[src/rtl/nmea_pkg.sv]
// Package for the NMEA position sentence parser: character codes, field
// numbers, sentence kinds and the packed result layout.
// No dependencies.
package nmea_pkg;

    // Framing and separator characters
    localparam logic [7:0] CHAR_DOLLAR = 8'h24;
    localparam logic [7:0] CHAR_SYNC   = 8'hB5;
    localparam logic [7:0] CHAR_ABORT  = 8'hFF;
    localparam logic [7:0] CHAR_STAR   = 8'h2A;
    localparam logic [7:0] CHAR_COMMA  = 8'h2C;
    localparam logic [7:0] CHAR_ZERO   = 8'h30;
    localparam logic [7:0] CHAR_NINE   = 8'h39;

    // Address prefixes: "PUB" and "GNRM"
    localparam logic [23:0] PREFIX_PUBX = 24'h505542;
    localparam logic [31:0] PREFIX_GNRM = 32'h474E524D;

    // Sentence length limit and coordinate characters kept
    localparam logic [7:0] MAX_SENTENCE_LEN = 8'd128;
    localparam logic [7:0] COUNT_MAX        = 8'd255;
    localparam logic [3:0] COORD_CHARS      = 4'd10;
    localparam logic [3:0] FIELD_CHAR_MAX   = 4'd15;

    // Accuracy defaults and limit
    localparam logic [19:0] ACC_DEFAULT = 20'd99999;
    localparam logic [19:0] ACC_MAX     = 20'hFFFFF;

    // Field numbers, counted by commas from the address field
    localparam logic [7:0] FIELD_TIME = 8'd1;
    localparam logic [7:0] FIELD_LAT  = 8'd3;
    localparam logic [7:0] FIELD_NS   = 8'd4;
    localparam logic [7:0] FIELD_LON  = 8'd5;
    localparam logic [7:0] FIELD_EW   = 8'd6;
    localparam logic [7:0] FIELD_ACC  = 8'd9;

    // Sentence kinds
    localparam logic [1:0] KIND_OTHER = 2'd0;
    localparam logic [1:0] KIND_PUBX  = 2'd1;
    localparam logic [1:0] KIND_GNRM  = 2'd2;

    typedef logic [9:0][7:0] coord_t;
    typedef logic [3:0][7:0] time_t;
    typedef logic [5:0][7:0] date_t;

    // Result layout, last field in the lowest bits
    typedef struct packed {
        logic [1:0]  pad;
        logic [47:0] date_chars;
        logic [31:0] time_chars;
        logic [19:0] accuracy;
        logic [7:0]  east_west;
        logic [7:0]  north_south;
        logic [39:0] lon_tail;
        logic [39:0] lon_head;
        logic [39:0] lat_tail;
        logic [39:0] lat_head;
        logic [1:0]  sentence_kind;
    } result_t;

endpackage

[src/rtl/nmea_position_sentence_parser.sv]
// Top level of the NMEA position sentence parser: byte framing, field capture
// and the result register with a skid stage.
// Depends on nmea_pkg.
//
// Channel  Dir  Width  Contents
// s_       in   8      rx_byte
// m_       out  280    sentence_kind, lat/lon head and tail, hemispheres,
//                      accuracy, time_chars, date_chars
//
// One byte is taken per cycle; each byte updates the parse registers in the
// cycle it is accepted, and the second checksum byte loads the result register,
// so a result is valid on the cycle after that byte. A result that meets a
// stalled output waits in the skid register; input stalls only while the skid
// register is full. aresetn (synchronous, active low) returns to idle and
// drops any pending result.
module nmea_position_sentence_parser (
    input  logic         aclk,
    input  logic         aresetn,
    input  logic         s_tvalid,
    output logic         s_tready,
    input  logic [7:0]   s_tdata,   // [7:0] rx_byte
    output logic         m_tvalid,
    input  logic         m_tready,
    output logic [279:0] m_tdata    // [1:0] sentence_kind, [41:2] lat_head,
                                    // [81:42] lat_tail, [121:82] lon_head,
                                    // [161:122] lon_tail, [169:162] north_south,
                                    // [177:170] east_west, [197:178] accuracy,
                                    // [229:198] time_chars, [277:230] date_chars
);

    typedef enum logic [1:0] {
        MODE_IDLE,
        MODE_BODY,
        MODE_SKIP,
        MODE_TAIL
    } mode_t;

    mode_t               mode_reg, mode_next;
    logic [7:0]          byte_count_reg, byte_count_next;
    logic                tail_second_reg, tail_second_next;
    logic [31:0]         prefix_reg, prefix_next;
    logic [7:0]          comma_count_reg, comma_count_next;
    logic [3:0]          char_idx_reg, char_idx_next;
    nmea_pkg::coord_t    lat_reg, lat_next;
    nmea_pkg::coord_t    lon_reg, lon_next;
    logic [7:0]          ns_reg, ns_next;
    logic [7:0]          ew_reg, ew_next;
    logic [19:0]         acc_reg, acc_next;
    logic                acc_done_reg, acc_done_next;
    nmea_pkg::time_t     time_reg, time_next;
    nmea_pkg::date_t     date_reg, date_next;

    logic                out_valid_reg, out_valid_next;
    nmea_pkg::result_t   out_reg, out_next;
    logic                skid_valid_reg, skid_valid_next;
    nmea_pkg::result_t   skid_reg, skid_next;

    logic                in_fire;
    logic                result_fire;
    logic [23:0]         acc_sum;
    nmea_pkg::result_t   result;

    assign in_fire  = s_tvalid && s_tready;
    assign s_tready = !skid_valid_reg;
    assign m_tvalid = out_valid_reg;
    assign m_tdata  = out_reg;

    // Accuracy digit step: times ten plus the digit value
    assign acc_sum = {1'b0, acc_reg, 3'b000} + {3'b000, acc_reg, 1'b0} + {20'd0, s_tdata[3:0]};

    // Build the result from the captured fields
    always_comb begin
        result = '0;
        result.accuracy = nmea_pkg::ACC_DEFAULT;
        if (prefix_reg[31:8] == nmea_pkg::PREFIX_PUBX) begin
            result.sentence_kind = nmea_pkg::KIND_PUBX;
            result.lat_head    = {lat_reg[0], lat_reg[1], lat_reg[2], lat_reg[3], lat_reg[4]};
            result.lat_tail    = {lat_reg[5], lat_reg[6], lat_reg[7], lat_reg[8], lat_reg[9]};
            result.lon_head    = {lon_reg[0], lon_reg[1], lon_reg[2], lon_reg[3], lon_reg[4]};
            result.lon_tail    = {lon_reg[5], lon_reg[6], lon_reg[7], lon_reg[8], lon_reg[9]};
            result.north_south = ns_reg;
            result.east_west   = ew_reg;
            if (comma_count_reg >= nmea_pkg::FIELD_ACC) begin
                result.accuracy = acc_reg;
            end
        end else if (prefix_reg == nmea_pkg::PREFIX_GNRM) begin
            result.sentence_kind = nmea_pkg::KIND_GNRM;
            result.time_chars = {time_reg[0], time_reg[1], time_reg[2], time_reg[3]};
            result.date_chars = {date_reg[0], date_reg[1], date_reg[2],
                                 date_reg[3], date_reg[4], date_reg[5]};
        end
    end

    // Parse one accepted byte
    always_comb begin
        mode_next        = mode_reg;
        byte_count_next  = byte_count_reg;
        tail_second_next = tail_second_reg;
        prefix_next      = prefix_reg;
        comma_count_next = comma_count_reg;
        char_idx_next    = char_idx_reg;
        lat_next         = lat_reg;
        lon_next         = lon_reg;
        ns_next          = ns_reg;
        ew_next          = ew_reg;
        acc_next         = acc_reg;
        acc_done_next    = acc_done_reg;
        time_next        = time_reg;
        date_next        = date_reg;
        result_fire      = 1'b0;

        if (in_fire) begin
            unique case (mode_reg)
                MODE_IDLE: begin
                    if (s_tdata == nmea_pkg::CHAR_DOLLAR) begin
                        // Start a sentence: clear everything captured
                        mode_next        = MODE_BODY;
                        byte_count_next  = '0;
                        tail_second_next = 1'b0;
                        prefix_next      = '0;
                        comma_count_next = '0;
                        char_idx_next    = '0;
                        lat_next         = '0;
                        lon_next         = '0;
                        ns_next          = '0;
                        ew_next          = '0;
                        acc_next         = '0;
                        acc_done_next    = 1'b0;
                        time_next        = '0;
                        date_next        = '0;
                    end else if (s_tdata == nmea_pkg::CHAR_SYNC) begin
                        mode_next       = MODE_SKIP;
                        byte_count_next = '0;
                    end
                end
                MODE_SKIP: begin
                    // Drop binary bytes until abort or length limit
                    if (s_tdata == nmea_pkg::CHAR_ABORT ||
                        byte_count_reg >= nmea_pkg::MAX_SENTENCE_LEN) begin
                        mode_next = MODE_IDLE;
                    end else if (byte_count_reg != nmea_pkg::COUNT_MAX) begin
                        byte_count_next = byte_count_reg + 8'd1;
                    end
                end
                MODE_BODY: begin
                    if (s_tdata == nmea_pkg::CHAR_ABORT ||
                        byte_count_reg >= nmea_pkg::MAX_SENTENCE_LEN) begin
                        mode_next = MODE_IDLE;
                    end else if (s_tdata == nmea_pkg::CHAR_STAR) begin
                        mode_next        = MODE_TAIL;
                        tail_second_next = 1'b0;
                    end else begin
                        // Keep the first four body characters
                        if (byte_count_reg < 8'd4) begin
                            case (byte_count_reg[1:0])
                                2'd0:    prefix_next[31:24] = s_tdata;
                                2'd1:    prefix_next[23:16] = s_tdata;
                                2'd2:    prefix_next[15:8]  = s_tdata;
                                default: prefix_next[7:0]   = s_tdata;
                            endcase
                        end
                        if (s_tdata == nmea_pkg::CHAR_COMMA) begin
                            if (comma_count_reg != nmea_pkg::COUNT_MAX) begin
                                comma_count_next = comma_count_reg + 8'd1;
                            end
                            char_idx_next = '0;
                        end else begin
                            // Capture characters of the fields of interest
                            case (comma_count_reg)
                                nmea_pkg::FIELD_TIME: begin
                                    if (char_idx_reg < 4'd4) begin
                                        time_next[char_idx_reg[1:0]] = s_tdata;
                                    end
                                end
                                nmea_pkg::FIELD_LAT: begin
                                    if (char_idx_reg < nmea_pkg::COORD_CHARS) begin
                                        lat_next[char_idx_reg] = s_tdata;
                                    end
                                end
                                nmea_pkg::FIELD_NS: begin
                                    if (char_idx_reg == 4'd0) begin
                                        ns_next = s_tdata;
                                    end
                                end
                                nmea_pkg::FIELD_LON: begin
                                    if (char_idx_reg < nmea_pkg::COORD_CHARS) begin
                                        lon_next[char_idx_reg] = s_tdata;
                                    end
                                end
                                nmea_pkg::FIELD_EW: begin
                                    if (char_idx_reg == 4'd0) begin
                                        ew_next = s_tdata;
                                    end
                                end
                                nmea_pkg::FIELD_ACC: begin
                                    if (char_idx_reg < 4'd6) begin
                                        date_next[char_idx_reg[2:0]] = s_tdata;
                                    end
                                    if (!acc_done_reg) begin
                                        if (s_tdata >= nmea_pkg::CHAR_ZERO &&
                                            s_tdata <= nmea_pkg::CHAR_NINE) begin
                                            if (acc_sum > {4'd0, nmea_pkg::ACC_MAX}) begin
                                                acc_next = nmea_pkg::ACC_MAX;
                                            end else begin
                                                acc_next = acc_sum[19:0];
                                            end
                                        end else begin
                                            acc_done_next = 1'b1;
                                        end
                                    end
                                end
                                default: begin
                                end
                            endcase
                            if (char_idx_reg != nmea_pkg::FIELD_CHAR_MAX) begin
                                char_idx_next = char_idx_reg + 4'd1;
                            end
                        end
                        if (byte_count_reg != nmea_pkg::COUNT_MAX) begin
                            byte_count_next = byte_count_reg + 8'd1;
                        end
                    end
                end
                MODE_TAIL: begin
                    // Consume two checksum bytes, emit on the second
                    if (!tail_second_reg) begin
                        tail_second_next = 1'b1;
                    end else begin
                        tail_second_next = 1'b0;
                        mode_next        = MODE_IDLE;
                        result_fire      = 1'b1;
                    end
                end
                default: begin
                    mode_next = MODE_IDLE;
                end
            endcase
        end
    end

    // Output register with skid stage
    always_comb begin
        out_valid_next  = out_valid_reg;
        out_next        = out_reg;
        skid_valid_next = skid_valid_reg;
        skid_next       = skid_reg;
        if (out_valid_reg && !m_tready) begin
            if (result_fire) begin
                skid_next       = result;
                skid_valid_next = 1'b1;
            end
        end else if (skid_valid_reg) begin
            out_next        = skid_reg;
            out_valid_next  = 1'b1;
            skid_valid_next = 1'b0;
        end else begin
            out_next       = result;
            out_valid_next = result_fire;
        end
    end

    // Hold state and registered outputs
    always_ff @(posedge aclk) begin
        if (!aresetn) begin
            mode_reg        <= MODE_IDLE;
            byte_count_reg  <= '0;
            tail_second_reg <= 1'b0;
            out_valid_reg   <= 1'b0;
            skid_valid_reg  <= 1'b0;
        end else begin
            mode_reg        <= mode_next;
            byte_count_reg  <= byte_count_next;
            tail_second_reg <= tail_second_next;
            out_valid_reg   <= out_valid_next;
            skid_valid_reg  <= skid_valid_next;
        end
        prefix_reg      <= prefix_next;
        comma_count_reg <= comma_count_next;
        char_idx_reg    <= char_idx_next;
        lat_reg         <= lat_next;
        lon_reg         <= lon_next;
        ns_reg          <= ns_next;
        ew_reg          <= ew_next;
        acc_reg         <= acc_next;
        acc_done_reg    <= acc_done_next;
        time_reg        <= time_next;
        date_reg        <= date_next;
        out_reg         <= out_next;
        skid_reg        <= skid_next;
    end

endmodule
[config.mk]
export PLATFORM = sky130hd
export DESIGN_NAME = nmea_position_sentence_parser
export DESIGN_NICKNAME = d
export VERILOG_FILES = /design/src/rtl/nmea_pkg.sv /design/src/rtl/nmea_position_sentence_parser.sv
export SDC_FILE = /design/constraint.sdc
export NUM_CORES = 1
export LEC_CHECK = 0
export BUFFER_PORTS_ARGS = -buffer_cell sky130_fd_sc_hd__buf_2
export CAP_MARGIN = 10
export CORE_MARGIN = 2
export CORE_UTILIZATION = 25
export CTS_BUF_LIST = sky130_fd_sc_hd__clkbuf_8
export CTS_CLUSTER_SIZE = 30
export DETAILED_ROUTE_END_ITERATION = 12
export GPL_ROUTABILITY_DRIVEN = 0
export PLACE_DENSITY = 0.52
export SETUP_SLACK_MARGIN = 0.2
export SYNTH_ARGS = -nofsm -noshare
export SYNTH_HDL_FRONTEND = slang
export SYNTH_SLANG_ARGS = --single-unit
[constraint.sdc]
create_clock -name aclk -period 49.9 [get_ports aclk]
set_input_delay 9.98 -clock aclk [delete_from_list [all_inputs] [get_ports aclk]]
set_output_delay 9.98 -clock aclk [all_outputs]
set_load 0.02 [all_outputs]
**Word level (Yosys, flattened, before mapping)**

Index checks and enable logic that the tools add are counted.
Widths: inputs -> output; s select.

- Latch bits: 0
- Bits in read-only memories: 0
- Flip-flop bits (word level): 890
- Output and inout port bits: 282
- Memory bits (writable): 0
- Memories: 0
- Input port bits: 12
- Word-level logic and storage cells: 285

- Shift operators: 0
- Bitwise operators: 0
- Multiply operators: 0
- Reduce and logical (&&, ||, !) cells: 35
- Add/subtract/negate cells: 5
- Mux-type cells: 114
- $lt $le $gt $ge: 15
- Equal/unequal tests: 51
- Divide/modulo/power cells: 0

Operators with widths:

| cell | number |
|---|---|
| $mux 80 | 13 |
| $pmux 80 s2 | 2 |
| $mux 32 | 9 |
| $mux 48 | 6 |
| $mux 278 | 1 |
| $mux 8 | 27 |
| $mux 196 | 1 |
| $mux 20 | 9 |
| $bwmux 80 | 2 |
| $pmux 32 s2 | 2 |
| $pmux 48 s2 | 1 |
| $bwmux 48 | 1 |
| $pmux 8 s2 | 3 |
| $reduce_and 8->1 | 6 |
| $reduce_and 7->1 | 6 |
| $pmux 20 s2 | 1 |
| $ne 2x2->1 const B | 18 |
| $bwmux 32 | 1 |
| $demux 8 s4 | 1 |
| $eq 32x31->1 const B | 1 |
| $add 23x21->24 | 1 |
| $add 24x4->24 | 1 |
| $demux 8 s3 | 1 |
| $eq 24x23->1 const B | 1 |
| 49 further kinds | 105 |

**Longest topological paths before layout**

Gate-level depths: netlist (run 1).

- Word-level depth: 11
- Depth in mapped cells: 13
- Depth with buffers taken out: 12

**Worst setup path before layout (run 1)**

OpenSTA, ideal clock, no wires.

- Path kind: input-to-reg
- Start point: input port m_tready
- End point: register skid_reg[0] (netlist bit) (enable)
- Required time: 44.302 ns
- Arrival time: 48.343 ns
- Setup time: 5.598 ns
- Stages: 2
- Slack: -4.041 ns
- Buffers on the path: 0
- Cells stage by stage: nand2b_1 nor3_1

- Longest elaborated chain between the ends: 3

RTL lines:

| item | RTL line | text |
|---|---|---|
| from (decl) | nmea_position_sentence_parser.sv:23 | `input logic m_tready,` |
| $logic_not 1->1 | nmea_position_sentence_parser.sv:247 | `if (out_valid_reg && !m_tready) begin` |
| $logic_and 1x1->1 | nmea_position_sentence_parser.sv:247 |  |
| $reduce_and 2->1 (no line) | n/a |  |
| to (signal assigned) | nmea_position_sentence_parser.sv:289 | `skid_reg <= skid_next;` |
| to (decl) | nmea_position_sentence_parser.sv:56 | `nmea_pkg::result_t skid_reg, skid_next;` |

No other way between the ends.
A chain may end at the register's enable or synchronous reset.

**Worst setup path after layout (run 1)**

- Start point: input port s_tdata[5]
- End point: register lon_reg[26] (netlist bit) (enable)

- Longest elaborated chain between the ends: 4
- Elaborated cells between the ends (all ways): 10
- Classes of those cells: eq/ne (8); reduce/logical (2)

RTL lines:

| item | RTL line | text |
|---|---|---|
| from (decl) | nmea_position_sentence_parser.sv:21 | `input logic [7:0] s_tdata,` |
| $eq 8x8->1 | nmea_position_sentence_parser.sv:146 | `if (s_tdata == nmea_pkg::CHAR_ABORT \|\|` |
| $logic_or 1x1->1 | nmea_position_sentence_parser.sv:146 |  |
| $ne 2x2->1 (no line) | n/a |  |
| $reduce_and 8->1 (no line) * | n/a |  |
| to (signal assigned) | nmea_position_sentence_parser.sv:281 | `lon_reg <= lon_next;` |
| to (decl) | nmea_position_sentence_parser.sv:45 | `nmea_pkg::coord_t lon_reg, lon_next;` |

Every way passes the cells marked *; elsewhere a longest branch is shown, timed or not.

==> results of run 1 <==
-- through the flow --
step / utilization [%] / total power [W] / instances / hold WS, ns
floorplan: - / 0.000832 / 2584 / 0.482
global placement: 27.7 / 0.000837 / 4777 / 0.500
detailed placement: 27.7 / 0.000837 / 4777 / 0.500
CTS: 29.5 / 0.00145 / 5040 / 0.494
global route: 29.5 / 0.00148 / 5041 / 0.505
finish: 29.5 / 0.00143 / 5041 / 0.496
-- Yosys cell counts, types with 3 or more instances --
| master | number | area [sq um] |
|---|---|---|
| nand3b_1 | 3 | 22.5 |
| a21o_1 | 20 | 150 |
| ha_1 | 58 | 726 |
| nand3_1 | 16 | 80.1 |
| inv_1 | 28 | 105 |
| buf_1 | 4 | 15.0 |
| mux2_2 | 276 | 3110 |
| clkbuf_1 | 138 | 518 |
| a31oi_1 | 4 | 25.0 |
| dfxtp_1 | 13 | 260 |
| nand4b_1 | 3 | 26.3 |
| and2_1 | 293 | 1830 |
| nor3b_1 | 3 | 22.5 |
| nand4_1 | 12 | 75.1 |
| xnor2_1 | 16 | 140 |
| and3_1 | 10 | 62.6 |
| nor2b_1 | 11 | 68.8 |
| xor2_1 | 13 | 114 |
| nor2_1 | 120 | 450 |
| nor4b_1 | 3 | 26.3 |
| nand2b_1 | 12 | 75.1 |
| a21oi_1 | 201 | 1010 |
| edfxtp_1 | 877 | 26300 |
| a211oi_1 | 3 | 22.5 |
| o21bai_1 | 4 | 30.0 |
| nor3_1 | 11 | 55.1 |
| mux2i_1 | 71 | 711 |
| o211ai_1 | 6 | 45.0 |
| o21ai_0 | 15 | 75.1 |
| o21a_1 | 12 | 90.1 |
| nand2_1 | 276 | 1040 |
| or3_1 | 7 | 43.8 |
| o31ai_1 | 3 | 22.5 |
-- cell usage in the layout, fill, tap and decap left out, drive strengths merged, types with 4 or more instances in the layout --
master and count:
a21o 20, a21oi 202, a31oi 4, and2 293, and3 10, buf 324
clkbuf 151, clkinv 56, dfxtp 13, edfxtp 877, ha 58, inv 84
mux2 276, mux2i 71, nand2 276, nand2b 12, nand3 16, nand4 12
nor2 121, nor2b 11, nor3 11, nor4b 4, o211ai 6, o21a 12
o21ai 17, o21bai 4, or3 7, xnor2 16, xor2 13
-- power by group through the flow --
stage	Combinational [W]	Clock [W]	Sequential, W
after floorplan	0.00000603	0	0.000826
after global placement	0.0000109	0	0.000826
after detailed placement	0.0000112	0	0.000826
after CTS	0.0000112	0.000626	0.000810
after global routing	0.0000121	0.000659	0.000810
final	0.0000114	0.000604	0.000811
-- cell families (layout without fill, tap and decap cells) --
| group | Yosys count | after routing |
|---|---|---|
| flops | 890 | 890 |
| other cells | 1 | 3 |
| fa+ha+maj | 60 | 60 |
| buf+inv | 177 | 617 |
| xor+xnor | 29 | 29 |
| compound gates | 285 | 285 |
| mux | 347 | 347 |
| simple gates | 794 | 794 |
-- area by class of cell --
class	instances	share of cell area, %
Timing Repair Buffer	324	3.91
Multi-Input combinational cell	1517	23.9
Clock buffer	151	4.70
Inverter	30	0.289
Tap cell	2016	5.71
Sequential cell	890	60.2
Clock inverter	112	1.33
Antenna cell	1	0.00566
-- layer usage --
layer,up-vias,GRT usage (%)
met1,10900,17.8
met3,135,3.28
li1,10100,-
met5,-,0
met2,652,20.0
met4,8,3.71
-- critical path: stages --
cell and delay, ns:
buf_2 0.63, nor3b_1 0.42, nand2_1 0.15, o21ai_0 0.41, nor3b_1 0.40, nand2_1 0.10, buf_4 0.21, a21oi_4 0.76
buf_4 0.81
-- how the worst min path moves through the flow --
| stage | slack (ns) | depth (start not counted) | end | startpoint |
|---|---|---|---|---|
| floorplan | 0.48 | 2 | mode_reg[0] | mode_reg[0] |
| global placement | 0.50 | 2 | m_tdata[1] | skid_reg[1] |
| detailed placement | 0.50 | 2 | m_tdata[1] | skid_reg[1] |
| CTS | 0.49 | 2 | m_tdata[1] | skid_reg[1] |
| global route | 0.50 | 2 | m_tdata[1] | skid_reg[1] |
| finish | 0.50 | 2 | m_tdata[1] | skid_reg[1] |
==> impl_metrics.toml, run 1 <==
[routing]
met3_length_mm = 6.73
vias_per_cell = 4.32
drc_errors = 0
drt-met1-wl_mm = 46.6
topRoutingLayerUsed = "met5"
ant_nets = 0
drt_iter0_markers = 1699
wl_mm = 102
drt_pre_antenna_iters = 6
num_vias = 21800
wl_per_cell_um = 20.2
met2RoutedLength_mm = 46.8

[clocking]
htree_num_levels = 4
hold_buffers = 0
cts_tree = "yes"
root_buffer = "clkbuf_8"
insertion_delay_ns = 0.89
path_clk_slew_ns = 0.06
clockBufferDepth = 3
clock_sinks = 890
cts_resized = 0
post-cts-setup-buffer-count = 0
cts_buffers = 151

[grt]
grt_pass1_wl_mm = 147
grt_start_max_net_pins = 163
track_usage_pct = 12.9
grt_pass1_vias = 21800
antenna_found_initial = 10
gr-total-overflow = 0

[critical_path]
rr_startpoint = "mode_reg[1]"
r2r_cells = 9
crit_start = "s_tdata[5]"
setup.worst_path.end = "lon_reg[26]"
reg2reg_to = "lon_reg[26]"
crit_required_ns = 50.39
worstPathMaxFanout = 54
rrSetupSlack_ns = 45.65
crit_type = "in2reg"
start_kind = "input pin"
cp-end-kind = "flop"
cp.arrival_ns = 13.98

[timing]
slew_headroom_pct = 19.7
skew_ns = 0.0525
tightest_slew_ns = 1.20
tns_ns = 0
worst_slack_ns = 36.40
period_needed_ns = 13.50
setup_viol = 0
fin_crit_sh_pct = 27.0
hold_viol_final = 0
fmax_mhz = 74.1
rsz0062_at_grt = "false"
report.final.slew_viol_count = 0

[yosys]
synthAdderAreaFrac_pct = 2.03
ys_types = 65
synth_edf_count = 877
netlist_area_sq_mm = 0.0377
synth_top_family_by_area = "simple AND/OR/NAND/NOR gates"
synth_cells = 2583
synth_xor_area_share_pct = 0.673
ys_ff_latch = 890
yosys_warnings = 0
async_reset_ff_share_pct = 0
yosys.area_share.simple_pct = 10.6
synth_flop_cell = "edfxtp_1"
synth_mux_area_share_pct = 10.1
synth_compound_area_share_pct = 4.28
seq_area_frac_synth_pct = 70.5
syn_area_per_cell_sq_um = 14.6

[layout]
seq_area_sq_mm = 0.0266
fillCellCount = 15300
multi_input_comb_area_sq_mm = 0.0106
area_delta_synth_final_pct = 17.1
fin_area_sq_mm = 0.0442
nets = 2986
layout-drive-gt1-share_pct = 26.4

[place]
pre_cts_ws_ns = 35.63
hpwl_mm = 64.2
io_buffers = 291
placed_area_sq_mm = 0.0415

[pwr]
power_frac_clock_pct = 42.3
p_sw_w = 0.000326
p_per_area_mw_per_mm2 = 32.2
swShare_pct = 22.9
ir_drop_mv = 0.0171
p_seq_share_pct = 56.9
p_int_w = 0.00110
combPwrFrac_pct = 0.8
power_leakage_nw = 17.3

[floorplanning]
rows = 142
initial_core_util_pct = 25.2
die_w_um = 393
io_pins = 294
chipHeight_um = 393
die-area_sq_mm = 0.154
core_area_sq_mm = 0.150

[worst_hold_path]
hold_path.class = "reg2reg"

[outcome]
status = "completed"

[job]
maxCapViolCount = 0
No activity file was read; power rests on OpenSTA's default activity.
==> run 2, diff against run 1 <==
==> constraint.sdc (replaced) <==
create_clock -name aclk -period 11.1 [get_ports aclk]
set_input_delay 2.22 -clock aclk [delete_from_list [all_inputs] [get_ports aclk]]
set_output_delay 2.22 -clock aclk [all_outputs]
set_load 0.02 [all_outputs]
==> impl_metrics.toml, run 2 (synthesized netlist as in run 1, its figures left out) <==
[routing]
wl_mm = 101
drt_iter0_markers = 1565
drt_pre_antenna_iters = 5
vias_per_cell = 4.29
ant_nets = 0
wl_per_cell_um = 20.0
num_vias = 21600
drc_errors = 0

[worst_hold_path]
hold_path.class = "reg2reg"

[floorplanning]
chipHeight_um = 393
die-area_sq_mm = 0.154
core_area_sq_mm = 0.150
initial_core_util_pct = 25.2
die_w_um = 393
rows = 142
io_pins = 294

[clocking]
insertion_delay_ns = 0.85
cts_buffers = 149
clock_sinks = 890
clockBufferDepth = 3
htree_num_levels = 4
hold_buffers = 0
root_buffer = "clkbuf_8"
path_clk_slew_ns = 0.07
cts_tree = "yes"
cts_resized = 0
post-cts-setup-buffer-count = 0

[grt]
grt_pass1_wl_mm = 146
grt_pass1_vias = 21600
gr-total-overflow = 0
antenna_found_initial = 7
grt_start_max_net_pins = 155
track_usage_pct = 12.8

[timing]
slew_headroom_pct = 19.3
skew_ns = 0.0560
rsz0062_at_grt = "false"
fmax_mhz = 173
tns_ns = 0
fin_crit_sh_pct = 52.2
period_needed_ns = 5.80
tightest_slew_ns = 1.21
setup_viol = 0
hold_viol_final = 0
report.final.slew_viol_count = 0

[pwr]
ir_drop_mv = 0.0738
p_per_area_mw_per_mm2 = 145
power_leakage_nw = 17.4
p_total_w = 0.00643

[critical_path]
slowest_stage = "a21oi_4"
critPathTopFamily = "simple AND/OR/NAND/NOR gates"
cp.arrival_ns = 6.26
crit_required_ns = 11.57
worstPathMaxFanout = 51
path_cells = "buf_2 -> buf_4 -> nor3b_1 -> nand2_1 -> o21ai_0 -> nor3b_1 -> nand2_1 -> a21oi_4 -> buf_4"
rrSetupSlack_ns = 6.66
start_kind = "input pin"
cp_slowest_stage_delay_ns = 0.97
cp-end-kind = "flop"
path_buf_inv = 3
crit_type = "in2reg"

[layout]
nets = 2981
final_common_cell = "edfxtp_1"
seq_area_sq_mm = 0.0266
fillCellCount = 15300
area_delta_synth_final_pct = 17.2
fin_cells = 5041
multi_input_comb_area_sq_mm = 0.0106
layout-drive-gt1-share_pct = 26.6
final_cell_mix = "edfxtp_1 (877), and2_1 (293), buf_2 (291)"

[place]
dp_cells = 4774
hpwl_mm = 64.4
io_buffers = 291

[outcome]
status = "completed"

[job]
maxCapViolCount = 0
## run 2: cell types whose count changed in the layout (fill, tap and decap cells not counted), sizes merged
cell,before,now
inv,84,97
clkinv,56,43
bufinv,0,3
clkinvlp,2,3
clkbuf,151,150
buf,324,321
## run 2: worst paths after layout
kind | startpoint | end | cells past startpoint
worst max-delay path | s_tdata[5] | lat_reg[76] | 9
worst min-delay path | skid_reg[1] | m_tdata[1] | 2
worst max register to register | mode_reg[1] | lat_reg[76] | 8
worst min register to register | skid_reg[1] | m_tdata[1] | 2
## run 2: power breakdown
group	switching [W]	internal, W
Clock	0.00139	0.00135
Combinational	0.0000390	0.0000115
Sequential	0.00000283	0.00364
Total	0.00143	0.00500
## run 2: through the flow
stage / hold slack (ns) / instance area, sq um / setup slack (ns) / util [%]
floorplan: 0.482 / 37800 / -13.79 / -
global placement: 0.502 / 41500 / 4.49 / 27.7
detailed placement: 0.502 / 41500 / 4.48 / 27.7
CTS: 0.522 / 44200 / 5.41 / 29.5
global route: 0.540 / 44200 / 5.09 / 29.5
finish: 0.516 / 44200 / 5.30 / 29.5
## run 2: cell type report
type / instances / share of cell area, %
Antenna cell: 1 / 0.00566
Clock buffer: 150 / 4.67
Timing Repair Buffer: 321 / 3.83
Multi-Input combinational cell: 1517 / 23.9
Inverter: 30 / 0.288
Sequential cell: 890 / 60.1
Tap cell: 2016 / 5.70
Clock inverter: 116 / 1.48
## run 2: layer usage
metal / up-vias / GRT usage (%) / share of wire, %
li1: 10100 / - / -
met1: 10700 / 17.4 / 46
met2: 667 / 19.8 / 46
met3: 131 / 3.42 / 6.6
met4: 4 / 3.49 / 1.8
met5: - / 0 / 0.023
## run 2: tightest hold or removal path: stages, from the launching register on
cell and delay (ns):
edfxtp_1 0.32, nand2_1 0.05, nand2_1 0.04
